===== config.mk =====
export PLATFORM = sky130hd
export DESIGN_NAME = rational_arith_reduce_top
export DESIGN_NICKNAME = d
export VERILOG_FILES = /design/src/sv/rar_pkg.sv /design/src/sv/rational_arith_reduce_top.sv /design/src/sv/rar_front.sv /design/src/sv/rar_queue.sv /design/src/sv/rar_back.sv
export SDC_FILE = /design/constraint.sdc
export NUM_CORES = 2
export LEC_CHECK = 0
export BUFFER_PORTS_ARGS = -buffer_cell sky130_fd_sc_hd__buf_2
export CAP_MARGIN = 20
export CORE_ASPECT_RATIO = 0.6
export CORE_UTILIZATION = 40
export CTS_BUF_LIST = sky130_fd_sc_hd__clkbuf_2
export DETAILED_ROUTE_END_ITERATION = 8
export HOLD_SLACK_MARGIN = 0.08
export SKIP_LAST_GASP = 1
export SYNTH_ARGS = -nofsm -noshare
export SYNTH_HDL_FRONTEND = slang
export SYNTH_HIERARCHICAL = 1
export SYNTH_SLANG_ARGS = --single-unit

===== constraint.sdc =====
create_clock -name clock -period 21.7 [get_ports clock]
set_input_delay 3.255 -clock clock [delete_from_list [all_inputs] [get_ports clock]]
set_output_delay 3.255 -clock clock [all_outputs]
set_load 0.01 [all_outputs]

===== src/sv/rar_pkg.sv =====
// ---------------------------------------------------------------------------
// rar_pkg
// Types and constants shared by the rational arithmetic reduce block.
// ---------------------------------------------------------------------------
package rar_pkg;

   localparam int OPERAND_WIDTH = 16;
   localparam int PROD_WIDTH    = 2 * OPERAND_WIDTH;
   localparam int NUM_WIDTH     = 33;
   localparam int DEN_WIDTH     = 31;
   localparam int CNT_WIDTH     = $clog2(PROD_WIDTH);
   localparam int SHIFT_WIDTH   = $clog2(PROD_WIDTH);

   typedef enum logic [1:0] {
      CMD_ADD = 2'd0,
      CMD_SUB = 2'd1,
      CMD_MUL = 2'd2,
      CMD_DIV = 2'd3
   } cmd_type;

   typedef struct packed {
      cmd_type                           command;
      logic signed [OPERAND_WIDTH-1:0]   left_numerator;
      logic signed [OPERAND_WIDTH-1:0]   left_denominator;
      logic signed [OPERAND_WIDTH-1:0]   right_numerator;
      logic signed [OPERAND_WIDTH-1:0]   right_denominator;
   } req_type;

   typedef struct packed {
      logic signed [NUM_WIDTH-1:0] result_numerator;
      logic [DEN_WIDTH-1:0]        result_denominator;
      logic                        zero_denominator;
   } rsp_type;

   typedef struct packed {
      logic                  zero;
      logic                  neg;
      logic [PROD_WIDTH-1:0] num_mag;
      logic [PROD_WIDTH-1:0] den_mag;
   } frac_type;

   typedef enum logic [1:0] {
      F_IDLE,
      F_MUL,
      F_PUSH
   } front_state_type;

   typedef enum logic [1:0] {
      B_IDLE,
      B_GCD,
      B_DIV
   } back_state_type;

endpackage


===== src/sv/rational_arith_reduce_top.sv =====
// Path: from accept a word passes through the front multiplier and the queue into the
// back; a zero denominator is answered from there directly, otherwise the binary GCD
// loop and 32 divide steps follow before the result is registered.
// Throughput: one word per back pass, set by the binary GCD loop and the
// 32-step restoring dividers; the front runs ahead into a two-entry queue.
// Reset: synchronous, active high; clears all control state and empties the queue.
// ---------------------------------------------------------------------------
// rational_arith_reduce_top
// Fraction add, subtract, multiply and divide with reduction to lowest terms.
// ---------------------------------------------------------------------------
module rational_arith_reduce_top (
   input  logic             clock,
   input  logic             reset,
   input  logic             req_valid,
   output logic             req_ready,
   input  rar_pkg::req_type req_word,
   output logic             rsp_valid,
   input  logic             rsp_ready,
   output rar_pkg::rsp_type rsp_word
);
   import rar_pkg::*;

   frac_type push_word, pop_word;
   logic push_valid, push_ready, pop_valid, pop_ready;

   rar_front u_front (
      .clock(clock), .reset(reset),
      .req_valid(req_valid), .req_ready(req_ready), .req_word(req_word),
      .push_valid(push_valid), .push_ready(push_ready), .push_word(push_word)
   );

   rar_queue u_queue (
      .clock(clock), .reset(reset),
      .push_valid(push_valid), .push_ready(push_ready), .push_word(push_word),
      .pop_valid(pop_valid), .pop_ready(pop_ready), .pop_word(pop_word)
   );

   rar_back u_back (
      .clock(clock), .reset(reset),
      .pop_valid(pop_valid), .pop_ready(pop_ready), .pop_word(pop_word),
      .rsp_valid(rsp_valid), .rsp_ready(rsp_ready), .rsp_word(rsp_word)
   );

endmodule


===== src/sv/rar_front.sv =====
// ---------------------------------------------------------------------------
// rar_front
// Accepts a word, forms the cross products on one shared multiplier and
// pushes the signed fraction into the queue.
// ---------------------------------------------------------------------------
module rar_front (
   input  logic              clock,
   input  logic              reset,
   input  logic              req_valid,
   output logic              req_ready,
   input  rar_pkg::req_type  req_word,
   output logic              push_valid,
   input  logic              push_ready,
   output rar_pkg::frac_type push_word
);
   import rar_pkg::*;

   front_state_type state_ff, state_in;
   logic [1:0] step_ff, step_in;
   req_type req_ff;
   logic signed [PROD_WIDTH-1:0] pa_ff, pb_ff, pd_ff;
   logic signed [OPERAND_WIDTH-1:0] mx, my;
   logic signed [PROD_WIDTH-1:0] prod;
   logic signed [PROD_WIDTH:0] num;
   logic signed [PROD_WIDTH-1:0] den;
   logic [PROD_WIDTH:0] num_abs;
   logic [PROD_WIDTH-1:0] den_abs;

   always_comb begin
      state_in = state_ff;
      unique case (state_ff)
         F_IDLE: if (req_valid) state_in = F_MUL;
         F_MUL:  if (step_ff == 2'd2) state_in = F_PUSH;
         F_PUSH: if (push_ready) state_in = F_IDLE;
         default: state_in = F_IDLE;
      endcase
   end

   always_comb begin
      req_ready  = 1'b0;
      push_valid = 1'b0;
      unique case (state_ff)
         F_IDLE:  req_ready  = 1'b1;
         F_PUSH:  push_valid = 1'b1;
         default: ;
      endcase
   end

   always_comb begin
      case (step_ff)
         2'd0: begin
            mx = req_ff.left_numerator;
            my = (req_ff.command == CMD_MUL) ? req_ff.right_numerator
                                             : req_ff.right_denominator;
         end
         2'd1: begin
            mx = req_ff.left_denominator;
            my = req_ff.right_numerator;
         end
         default: begin
            mx = req_ff.left_denominator;
            my = req_ff.right_denominator;
         end
      endcase
      prod = PROD_WIDTH'(mx) * PROD_WIDTH'(my);
   end

   assign step_in = (state_ff == F_MUL) ? step_ff + 2'd1 : 2'd0;

   always_ff @(posedge clock) begin
      if (reset) begin
         state_ff <= F_IDLE;
         step_ff  <= 2'd0;
      end else begin
         state_ff <= state_in;
         step_ff  <= step_in;
      end
      if (req_valid && req_ready) req_ff <= req_word;
      if (state_ff == F_MUL) begin
         case (step_ff)
            2'd0:    pa_ff <= prod;
            2'd1:    pb_ff <= prod;
            default: pd_ff <= prod;
         endcase
      end
   end

   always_comb begin
      case (req_ff.command)
         CMD_ADD: num = {pa_ff[PROD_WIDTH-1], pa_ff} + {pb_ff[PROD_WIDTH-1], pb_ff};
         CMD_SUB: num = {pa_ff[PROD_WIDTH-1], pa_ff} - {pb_ff[PROD_WIDTH-1], pb_ff};
         default: num = {pa_ff[PROD_WIDTH-1], pa_ff};
      endcase
      den     = (req_ff.command == CMD_DIV) ? pb_ff : pd_ff;
      num_abs = num[PROD_WIDTH] ? -num : num;
      den_abs = den[PROD_WIDTH-1] ? -den : den;
      push_word.zero    = (den == '0);
      push_word.neg     = num[PROD_WIDTH] ^ den[PROD_WIDTH-1];
      push_word.num_mag = num_abs[PROD_WIDTH-1:0];
      push_word.den_mag = den_abs;
   end

endmodule


===== src/sv/rar_queue.sv =====
// ---------------------------------------------------------------------------
// rar_queue
// Two-entry queue of fractions between the front and the back.
// ---------------------------------------------------------------------------
module rar_queue (
   input  logic              clock,
   input  logic              reset,
   input  logic              push_valid,
   output logic              push_ready,
   input  rar_pkg::frac_type push_word,
   output logic              pop_valid,
   input  logic              pop_ready,
   output rar_pkg::frac_type pop_word
);
   import rar_pkg::*;

   frac_type mem_ff [2];
   logic wr_ff, rd_ff;
   logic [1:0] count_ff;
   logic do_push, do_pop;

   assign push_ready = (count_ff != 2'd2);
   assign pop_valid  = (count_ff != 2'd0);
   assign pop_word   = mem_ff[rd_ff];
   assign do_push    = push_valid && push_ready;
   assign do_pop     = pop_valid && pop_ready;

   always_ff @(posedge clock) begin
      if (reset) begin
         wr_ff    <= 1'b0;
         rd_ff    <= 1'b0;
         count_ff <= 2'd0;
      end else begin
         if (do_push) wr_ff <= ~wr_ff;
         if (do_pop) rd_ff <= ~rd_ff;
         count_ff <= count_ff + {1'b0, do_push} - {1'b0, do_pop};
      end
      if (do_push) mem_ff[wr_ff] <= push_word;
   end

endmodule


===== src/sv/rar_back.sv =====
// ---------------------------------------------------------------------------
// rar_back
// Reduces a fraction: binary GCD loop, then two restoring dividers in step,
// result held in an output register.
// ---------------------------------------------------------------------------
module rar_back (
   input  logic              clock,
   input  logic              reset,
   input  logic              pop_valid,
   output logic              pop_ready,
   input  rar_pkg::frac_type pop_word,
   output logic              rsp_valid,
   input  logic              rsp_ready,
   output rar_pkg::rsp_type  rsp_word
);
   import rar_pkg::*;

   back_state_type state_ff, state_in;
   logic [PROD_WIDTH-1:0] u_ff, v_ff, u_in, v_in, g_ff;
   logic [SHIFT_WIDTH-1:0] k_ff, k_in;
   logic [PROD_WIDTH-1:0] nq_ff, dq_ff, nq_in, dq_in;
   logic [PROD_WIDTH-1:0] nr_ff, dr_ff, nr_in, dr_in;
   logic [PROD_WIDTH:0] nt, dt;
   logic [CNT_WIDTH-1:0] cnt_ff;
   logic neg_ff, rsp_valid_ff;
   rsp_type rsp_ff;
   logic [NUM_WIDTH-1:0] nmag;
   logic take, load_zero, load_div, gcd_done, div_done;

   assign gcd_done = (u_ff == '0);
   assign div_done = (cnt_ff == CNT_WIDTH'(PROD_WIDTH - 1));

   always_comb begin
      state_in = state_ff;
      unique case (state_ff)
         B_IDLE: if (pop_valid && !rsp_valid_ff && !pop_word.zero) state_in = B_GCD;
         B_GCD:  if (gcd_done) state_in = B_DIV;
         B_DIV:  if (div_done) state_in = B_IDLE;
         default: state_in = B_IDLE;
      endcase
   end

   always_comb begin
      pop_ready = 1'b0;
      load_div  = 1'b0;
      unique case (state_ff)
         B_IDLE:  pop_ready = !rsp_valid_ff;
         B_DIV:   load_div  = div_done;
         default: ;
      endcase
      take      = pop_valid && pop_ready;
      load_zero = take && pop_word.zero;
   end

   always_comb begin
      u_in = u_ff;
      v_in = v_ff;
      k_in = k_ff;
      if (!u_ff[0] && !v_ff[0]) begin
         u_in = u_ff >> 1;
         v_in = v_ff >> 1;
         k_in = k_ff + 1'b1;
      end else if (!u_ff[0]) begin
         u_in = u_ff >> 1;
      end else if (!v_ff[0]) begin
         v_in = v_ff >> 1;
      end else if (u_ff >= v_ff) begin
         u_in = u_ff - v_ff;
      end else begin
         v_in = v_ff - u_ff;
      end
   end

   always_comb begin
      nt = {nr_ff, nq_ff[PROD_WIDTH-1]};
      dt = {dr_ff, dq_ff[PROD_WIDTH-1]};
      nr_in = nt[PROD_WIDTH-1:0];
      dr_in = dt[PROD_WIDTH-1:0];
      nq_in = {nq_ff[PROD_WIDTH-2:0], 1'b0};
      dq_in = {dq_ff[PROD_WIDTH-2:0], 1'b0};
      if (nt >= {1'b0, g_ff}) begin
         nr_in    = PROD_WIDTH'(nt - {1'b0, g_ff});
         nq_in[0] = 1'b1;
      end
      if (dt >= {1'b0, g_ff}) begin
         dr_in    = PROD_WIDTH'(dt - {1'b0, g_ff});
         dq_in[0] = 1'b1;
      end
      nmag = NUM_WIDTH'(nq_in);
   end

   always_ff @(posedge clock) begin
      if (reset) begin
         state_ff     <= B_IDLE;
         rsp_valid_ff <= 1'b0;
      end else begin
         state_ff <= state_in;
         if (load_zero || load_div) rsp_valid_ff <= 1'b1;
         else if (rsp_ready) rsp_valid_ff <= 1'b0;
      end
      if (take) begin
         u_ff   <= pop_word.num_mag;
         v_ff   <= pop_word.den_mag;
         k_ff   <= '0;
         nq_ff  <= pop_word.num_mag;
         dq_ff  <= pop_word.den_mag;
         neg_ff <= pop_word.neg;
      end
      if (state_ff == B_GCD) begin
         u_ff <= u_in;
         v_ff <= v_in;
         k_ff <= k_in;
         g_ff   <= v_ff << k_ff;
         nr_ff  <= '0;
         dr_ff  <= '0;
         cnt_ff <= '0;
      end
      if (state_ff == B_DIV) begin
         nq_ff  <= nq_in;
         dq_ff  <= dq_in;
         nr_ff  <= nr_in;
         dr_ff  <= dr_in;
         cnt_ff <= cnt_ff + 1'b1;
      end
      if (load_zero) begin
         rsp_ff.result_numerator   <= '0;
         rsp_ff.result_denominator <= '0;
         rsp_ff.zero_denominator   <= 1'b1;
      end else if (load_div) begin
         rsp_ff.result_numerator   <= (neg_ff && nmag != '0) ? -nmag : nmag;
         rsp_ff.result_denominator <= dq_in[DEN_WIDTH-1:0];
         rsp_ff.zero_denominator   <= 1'b0;
      end
   end

   assign rsp_valid = rsp_valid_ff;
   assign rsp_word  = rsp_ff;

endmodule

**Word-level counts from Yosys, hierarchy flattened**

Memories as Yosys holds them, arrays and structs flattened. A register that Yosys moved wholly into a read port is not among the register bits.
Cells that the tools add are included.

- Register bits: 473
- Bits in latches: 0
- RAM bits: 132
- Memory bits (read-only): 0
- Input port bits: 70
- Output and inout port bits: 67
- Logic and storage cells: 165
- Memories: 1

- Add/sub/neg operators: 14
- Multiply operators: 1
- Div/mod/pow operators: 0
- Order comparisons: 3
- Equal/unequal tests: 22
- Shift operators: 1
- Multiplexer cells: 52
- Bitwise gates (word level): 5
- Reduce and logical (&&, ||, !) cells: 36

Memory list:

| name | words | bits a word | read ports | clocked after Yosys merged registers in | wr ports | RTL line | source |
|---|---|---|---|---|---|---|---|
| u_queue.mem_ff | 2 | 66 | 1 | 1 | 1 | rar_queue.sv:17 | `frac_type mem_ff [2];` |

Operators by type and width:

| cell | count |
|---|---|
| 32-bit 2-to-1 mux | 22 |
| 32-bit subtractor | 4 |
| 33-bit by 32-bit greater-or-equal comparator with 1-bit output | 2 |
| 33-bit case mux with 2 select lines | 1 |
| 32-bit logical NOT | 2 |
| 32-bit negator | 2 |
| 32-bit by 32-bit adder with 33-bit output | 1 |
| 33-bit 2-to-1 mux | 1 |
| 32-bit negator with 33-bit output | 1 |
| 33-bit nonzero test | 1 |
| 32-bit by 32-bit subtractor with 33-bit output | 1 |
| 32-bit greater-or-equal comparator | 1 |
| 16-bit by 16-bit multiplier with 32-bit output | 1 |
| 16-bit 2-to-1 mux | 2 |
| 16-bit case mux with 2 select lines | 1 |
| 32-bit by 5-bit << shifter with 32-bit output | 1 |
| 5-bit 2-to-1 mux | 5 |
| 1-bit 2-to-1 mux | 12 |
| 2-bit 2-to-1 mux | 6 |
| 2-bit by 1-bit != test with 1-bit output (second input constant) | 6 |
| 4-bit != test (second input constant) | 3 |
| 2-bit case mux with 3 select lines | 2 |
| 3-bit AND reduction | 4 |
| 5-bit by 1-bit adder with 5-bit output (second input constant) | 2 |
| other kinds (17) | 50 |

**Logic depth before layout (Yosys ltp)**

- Depth after elaboration: 6
- Depth in mapped cells: 34
- Mapped depth without buffers: 30

**Cells and area by module**

Netlist, hierarchy kept.

By module, submodules not included:

| module | times used | cells an instance | area each (µm²) | sequential area each (µm²) |
|---|---|---|---|---|
| rar_back | 1 | 2354 | 21435.6 | 8418.1 |
| rar_front | 1 | 2057 | 19937.9 | 4944.7 |
| rar_queue | 1 | 229 | 5153.7 | 4063.9 |

**Least setup slack after synthesis**

Ideal clock, no wire load.

- Kind: register -> register
- Start point: register u_front.step_ff[0]
- End point: register u_front.pa_ff[30], data pin
- Setup time: 267 ps
- Data arrival time: 7677 ps
- Data required time: 21433 ps
- Setup slack: 13756 ps
- Cell stages (with the launch flop): 35
- Buffers on the path: 5
- Period minus slack after synthesis: 7944 ps
- Cells stage by stage: dfxtp_1 inv_1 ha_1 clkbuf_1 inv_1 nor3_1 or2_2 clkbuf_1 clkbuf_1 a22o_1 clkbuf_1 nand2_1 fa_1 inv_1 fa_1 inv_1 fa_1 inv_1 fa_1 fa_1 inv_1 fa_1 inv_1 ha_1 clkbuf_1 a21o_1 a21o_1 a21oi_1 o22ai_1 a311o_1 a21o_1 a21o_1 a211o_1 a31oi_1 xnor2_1

- Longest elaborated chain between the ends: 3
- Elaborated cells between the ends (all ways): 5
- Those cells by class: mul (1); eq/ne (1); mux (2); reduce/logical (1)

RTL lines:

| what | RTL line | source |
|---|---|---|
| start: declaration | rar_front.sv:19 | `logic [1:0] step_ff, step_in;` |
| start signal: assignment | rar_front.sv:76 | `step_ff <= step_in;` |
| 2-bit by 1-bit == test with 1-bit output / 2-bit logical NOT (equally long branches) | rar_front.sv:50 | `case (step_ff)` |
| 16-bit case mux with 2 select lines / 16-bit 2-to-1 mux (equally long branches) | rar_front.sv:50 |  |
| 16-bit by 16-bit multiplier with 32-bit output * | rar_front.sv:65 | `prod = PROD_WIDTH'(mx) * PROD_WIDTH'(my);` |
| net u_front.prod[30] | rar_front.sv:23 | `logic signed [PROD_WIDTH-1:0] prod;` |
| end signal: assignment | rar_front.sv:81 | `2'd0: pa_ff <= prod;` |
| end: declaration | rar_front.sv:21 | `logic signed [PROD_WIDTH-1:0] pa_ff, pb_ff, pd_ff;` |

The timed path passes the listed nets; every way through them passes the cells marked *.
A chain may end at the register's enable or synchronous reset.

**Worst setup path in the final report**

- Start point: register u_front/req_ff[65] (netlist name)
- End point: register u_front.pb_ff[31], data pin

- Longest elaborated chain between the ends: 4

RTL lines:

| what | RTL line | source |
|---|---|---|
| start: declaration | rar_front.sv:20 | `req_type req_ff;` |
| start signal: assignment | rar_front.sv:78 | `if (req_valid && req_ready) req_ff <= req_word;` |
| 2-bit == test | rar_front.sv:53 | `my = (req_ff.command == CMD_MUL) ? req_ff.right_numerator` |
| 16-bit 2-to-1 mux | rar_front.sv:53 |  |
| 16-bit case mux with 2 select lines | rar_front.sv:50 |  |
| 16-bit by 16-bit multiplier with 32-bit output | rar_front.sv:65 |  |
| net u_front.prod[31] | rar_front.sv:23 |  |
| end signal: assignment | rar_front.sv:82 | `2'd1: pb_ff <= prod;` |
| end: declaration | rar_front.sv:21 |  |

The timed path passes the listed nets, and every way through them passes these cells.

==> reports/results.ini <==
[die]
floorplan.rows = 96
floorplan.die_area_sq_um = 118000
die_extent_in_x_um = 442
die-height_um = 266
floorplan.initialDensity_pct = 40.5
top_level_ports = 137
core_outline_area_sq_um = 115000

[synthesis]
synth_enable_flop_cells = 529
postSynthCellCount = 4640
synthSimpleGateAreaFrac_pct = 12.3
synth_area_per_cell_sq_um = 10.0
synth_top_area_cell = sky130_fd_sc_hd__edfxtp_1
synth_seq_area_share_pct = 37.5
top_ff_cell_synth = sky130_fd_sc_hd__edfxtp_1
synth_top_cell_area_share_pct = 34.1
synth.ff_latch_count = 606
synth_compound_area_share_pct = 14.0
number_of_nets_in_the_synthesized_netlist = 5236
muxShareOfSynthArea_pct = 6.93
yosysUniqueCellTypes = 98
synth_async_sr_flop_share_pct = 0
synth_area_sq_um = 46500
synth.yosys.warnings = 6
synth_top_family_by_area = adder cells
synth_xor_xnor_area_share_pct = 5.31
post_synth_main_area_contributors = sky130_fd_sc_hd__edfxtp_1, sky130_fd_sc_hd__fa_1, sky130_fd_sc_hd__ha_1
synthAdderAreaFrac_pct = 18.5

[sta]
grt_setup_unrepaired = no
worst_pin_slew_ps = 1310
pins_over_their_slew_limit = 0
highest_achievable_clock_rate_mhz = 105
fin_hold_ws_ps = 460
skew_ps = 126
final_hold_viol_count = 0
final_min_period_over_clock_period_pct = 44.0
headroom_to_the_max_slew_limit_pct = 12.5
timing.final.setup_violations = 0
setup_total_negative_slack_ps = 0
final_period_minus_worst_setup_slack_ps = 9550

[grt]
number_of_global_route_vias_before_repair = 34165
largest_net_degree_at_the_start_of_global_routing = 75
grt-ovfl-total = 0
grt_first_pass_wirelength_um = 219000
antenna_found_initial = 6
grt_util_all_layers_pct = 24.8

[placement]
globalplace.congestion = 1.03
port_buffers = 136
post-dp-hpwl_um = 115000
placed_cell_area_sq_um = 48800

[clock_tree]
cts_post_setup_buffers_inserted = 0
cts-buffers-inserted = 152
worstSkewPairLatency_ps = 1490
post_cts.resized_instances = 0
clock_tree.root_cell = sky130_fd_sc_hd__clkbuf_2
cts-hold-fix-buffers = 0
ctsHtreeMaxLevel = 4
tritoncts_clock_tree = yes
clock_tree.buffer_depth = 3
clkSlewWorstSetupHoldPaths_ps = 100
count_of_clock_tree_sinks = 606

[run_status]
status = complete, no violations

[critical_path]
critical_path.startpoint_type = flip-flop
crit_path_top_delay_cell = sky130_fd_sc_hd__a2111oi_0
critPathLaunch = u_front/req_ff[65]
critical_path.reg2reg.startpoint = u_front/req_ff[65]
worstSetupEndpoint = u_front/pb_ff[31]
setup.worst_path.class = flip-flop to flip-flop
critical-path-max-stage-delay_ps = 700
critical_path_arrival_ps = 10670
ff2ff_setup_slack_ps = 12150
wp_data_required_ps = 22820
reg2reg_depth = 27
regToRegEndpoint = u_front/pb_ff[31]
crit_top_cell = sky130_fd_sc_hd__fa_1
worst_setup_end_kind = flip-flop
worstPathMaxFanout = 66

[final_layout]
layout-drive-gt1-share_pct = 13.7
design_area_sq_um = 50300
areaGrowthSynthToFinish_pct = 8.14
final_net_count = 5383
largest_register_ff_count = 132
largest-register = u_queue/mem_ff

[worst_hold_path]
worst_hold_path_type = flip-flop to flip-flop

[route]
detailed_route_drc_error_count = 0
number_of_nets_with_antenna_violations_after_detailed_routing = 0
detailedRoute.firstPassIterationCount = 9
routed_wire_length_per_instance_um = 22.8
post_drt_via_cell_ratio = 5.65
post_detailed_routing_wire_length_um = 147000
drt_iter0_drc = 4416
vias = 36352

[flow_run]
max-cap-violations = 0

## placed cells by master (no fill, tap or decap), types with 101 or more instances in the layout
master / Yosys / layout
sky130_fd_sc_hd__edfxtp_1: 529 / 529
sky130_fd_sc_hd__inv_1: 455 / 454
sky130_fd_sc_hd__nor2_1: 448 / 446
sky130_fd_sc_hd__nand2_1: 432 / 431
sky130_fd_sc_hd__a21oi_1: 356 / 355
sky130_fd_sc_hd__fa_1: 267 / 267
sky130_fd_sc_hd__ha_1: 259 / 255
sky130_fd_sc_hd__clkbuf_2: 0 / 226
sky130_fd_sc_hd__xnor2_1: 173 / 173
sky130_fd_sc_hd__o21ai_0: 153 / 153
sky130_fd_sc_hd__buf_2: 35 / 137
sky130_fd_sc_hd__mux2i_1: 119 / 119
sky130_fd_sc_hd__xor2_1: 109 / 109
sky130_fd_sc_hd__a21o_1: 103 / 103
sky130_fd_sc_hd__mux2_2: 101 / 101
## worst min path at each step
stage	start	to	slack, ps	cells after the start
3_5_place_dp	u_back/rsp_word[55]	u_back/rsp_word[55]	440	2
6_report	u_back/rsp_word[16]	u_back/rsp_word[16]	460	2
3_3_place_gp	u_back/rsp_word[63]	u_back/rsp_word[63]	440	2
5_1_grt	u_back/rsp_word[21]	u_back/rsp_word[21]	470	2
4_1_cts	u_back/rsp_word[21]	u_back/rsp_word[21]	460	2
2_1_floorplan	u_front/step_ff[0]	u_front/step_ff[0]	430	1
## routing by layer
layer / up-vias / share of wire [%] / GRT usage (%)
met5: - / 0 / 0
met4: 0 / 0.98 / 4.50
met3: 126 / 15 / 10.1
met2: 1855 / 34 / 28.7
met1: 17679 / 51 / 40.8
li1: 16692 / - / -
## stage by stage
| step | utilization (%) | std cells | setup slack, ps |
|---|---|---|---|
| 6_report | 43.8 | 6433 | 12150 |
| 3_3_place_gp | 42.5 | 6151 | 12440 |
| 2_1_floorplan | - | 4640 | 13760 |
| 4_1_cts | 43.8 | 6425 | 12230 |
| 3_5_place_dp | 42.5 | 6151 | 12360 |
| 5_1_grt | 43.8 | 6432 | 11630 |
## final cells by class
class | instances | area [sq um]
multi-input cells | 3372 | 26600
inverters | 458 | 1720
flip-flops and latches | 606 | 17400
diodes | 7 | 17.5
clock inverters | 48 | 379
fillers | 11128 | 64500
well taps | 1519 | 1900
clock buffers | 226 | 1130
repair buffers | 197 | 1140
## critical path: cells and delay by family, from the launching register on
family	cells	cell delay [ps]
buffers and inverters	7	1370
adder cells (fa/ha/maj)	7	3370
AND/OR/NAND/NOR	4	1280
flip-flops	1	340
AO/OA/AOI/OAI	8	2700
XOR/XNOR	1	110
## synth_stat cells, types with 9 or more instances
master,instances
sky130_fd_sc_hd__inv_1,455
sky130_fd_sc_hd__nor2b_1,34
sky130_fd_sc_hd__nand4_1,31
sky130_fd_sc_hd__o41ai_1,9
sky130_fd_sc_hd__mux2_4,40
sky130_fd_sc_hd__nand3_1,53
sky130_fd_sc_hd__o21a_1,36
sky130_fd_sc_hd__or3_1,18
sky130_fd_sc_hd__o21bai_1,29
sky130_fd_sc_hd__nand2_1,432
sky130_fd_sc_hd__buf_1,20
sky130_fd_sc_hd__o21ai_0,153
sky130_fd_sc_hd__a22oi_1,52
sky130_fd_sc_hd__o31ai_1,18
sky130_fd_sc_hd__a21o_1,103
sky130_fd_sc_hd__and3_1,30
sky130_fd_sc_hd__mux2i_1,119
sky130_fd_sc_hd__nor2_1,448
sky130_fd_sc_hd__xor2_1,109
sky130_fd_sc_hd__mux2_2,101
sky130_fd_sc_hd__fa_1,267
sky130_fd_sc_hd__and2_1,23
sky130_fd_sc_hd__or2_2,19
sky130_fd_sc_hd__nor3_1,89
sky130_fd_sc_hd__o211ai_1,21
sky130_fd_sc_hd__edfxtp_1,529
sky130_fd_sc_hd__o31a_1,13
sky130_fd_sc_hd__nor4_1,27
sky130_fd_sc_hd__ha_1,259
sky130_fd_sc_hd__a31oi_1,32
sky130_fd_sc_hd__mux4_2,10
sky130_fd_sc_hd__buf_2,35
sky130_fd_sc_hd__clkbuf_1,140
sky130_fd_sc_hd__o21ai_1,15
sky130_fd_sc_hd__a211oi_1,44
sky130_fd_sc_hd__a21oi_1,356
sky130_fd_sc_hd__xnor2_1,173
sky130_fd_sc_hd__dfxtp_1,77
sky130_fd_sc_hd__a22o_1,10
sky130_fd_sc_hd__nand2b_1,25
sky130_fd_sc_hd__o22ai_1,20
sky130_fd_sc_hd__o221ai_1,10
## logic make-up (layout without fill, tap and decap cells)
family                     Yosys count  count (layout)
buffers and inverters              662             929
xor gates and xnor gates           282             282
adders and majority gates          526             526
AOI/OAI and AO/OA                 1017            1017
and+or+nand+nor                   1271            1271
other                                0               7
muxes                              276             276
DFF                                606             606
Power is left out: the tool's default activity adds up to more than one toggle a clock period on the data nets, which glitch-free logic cannot reach.
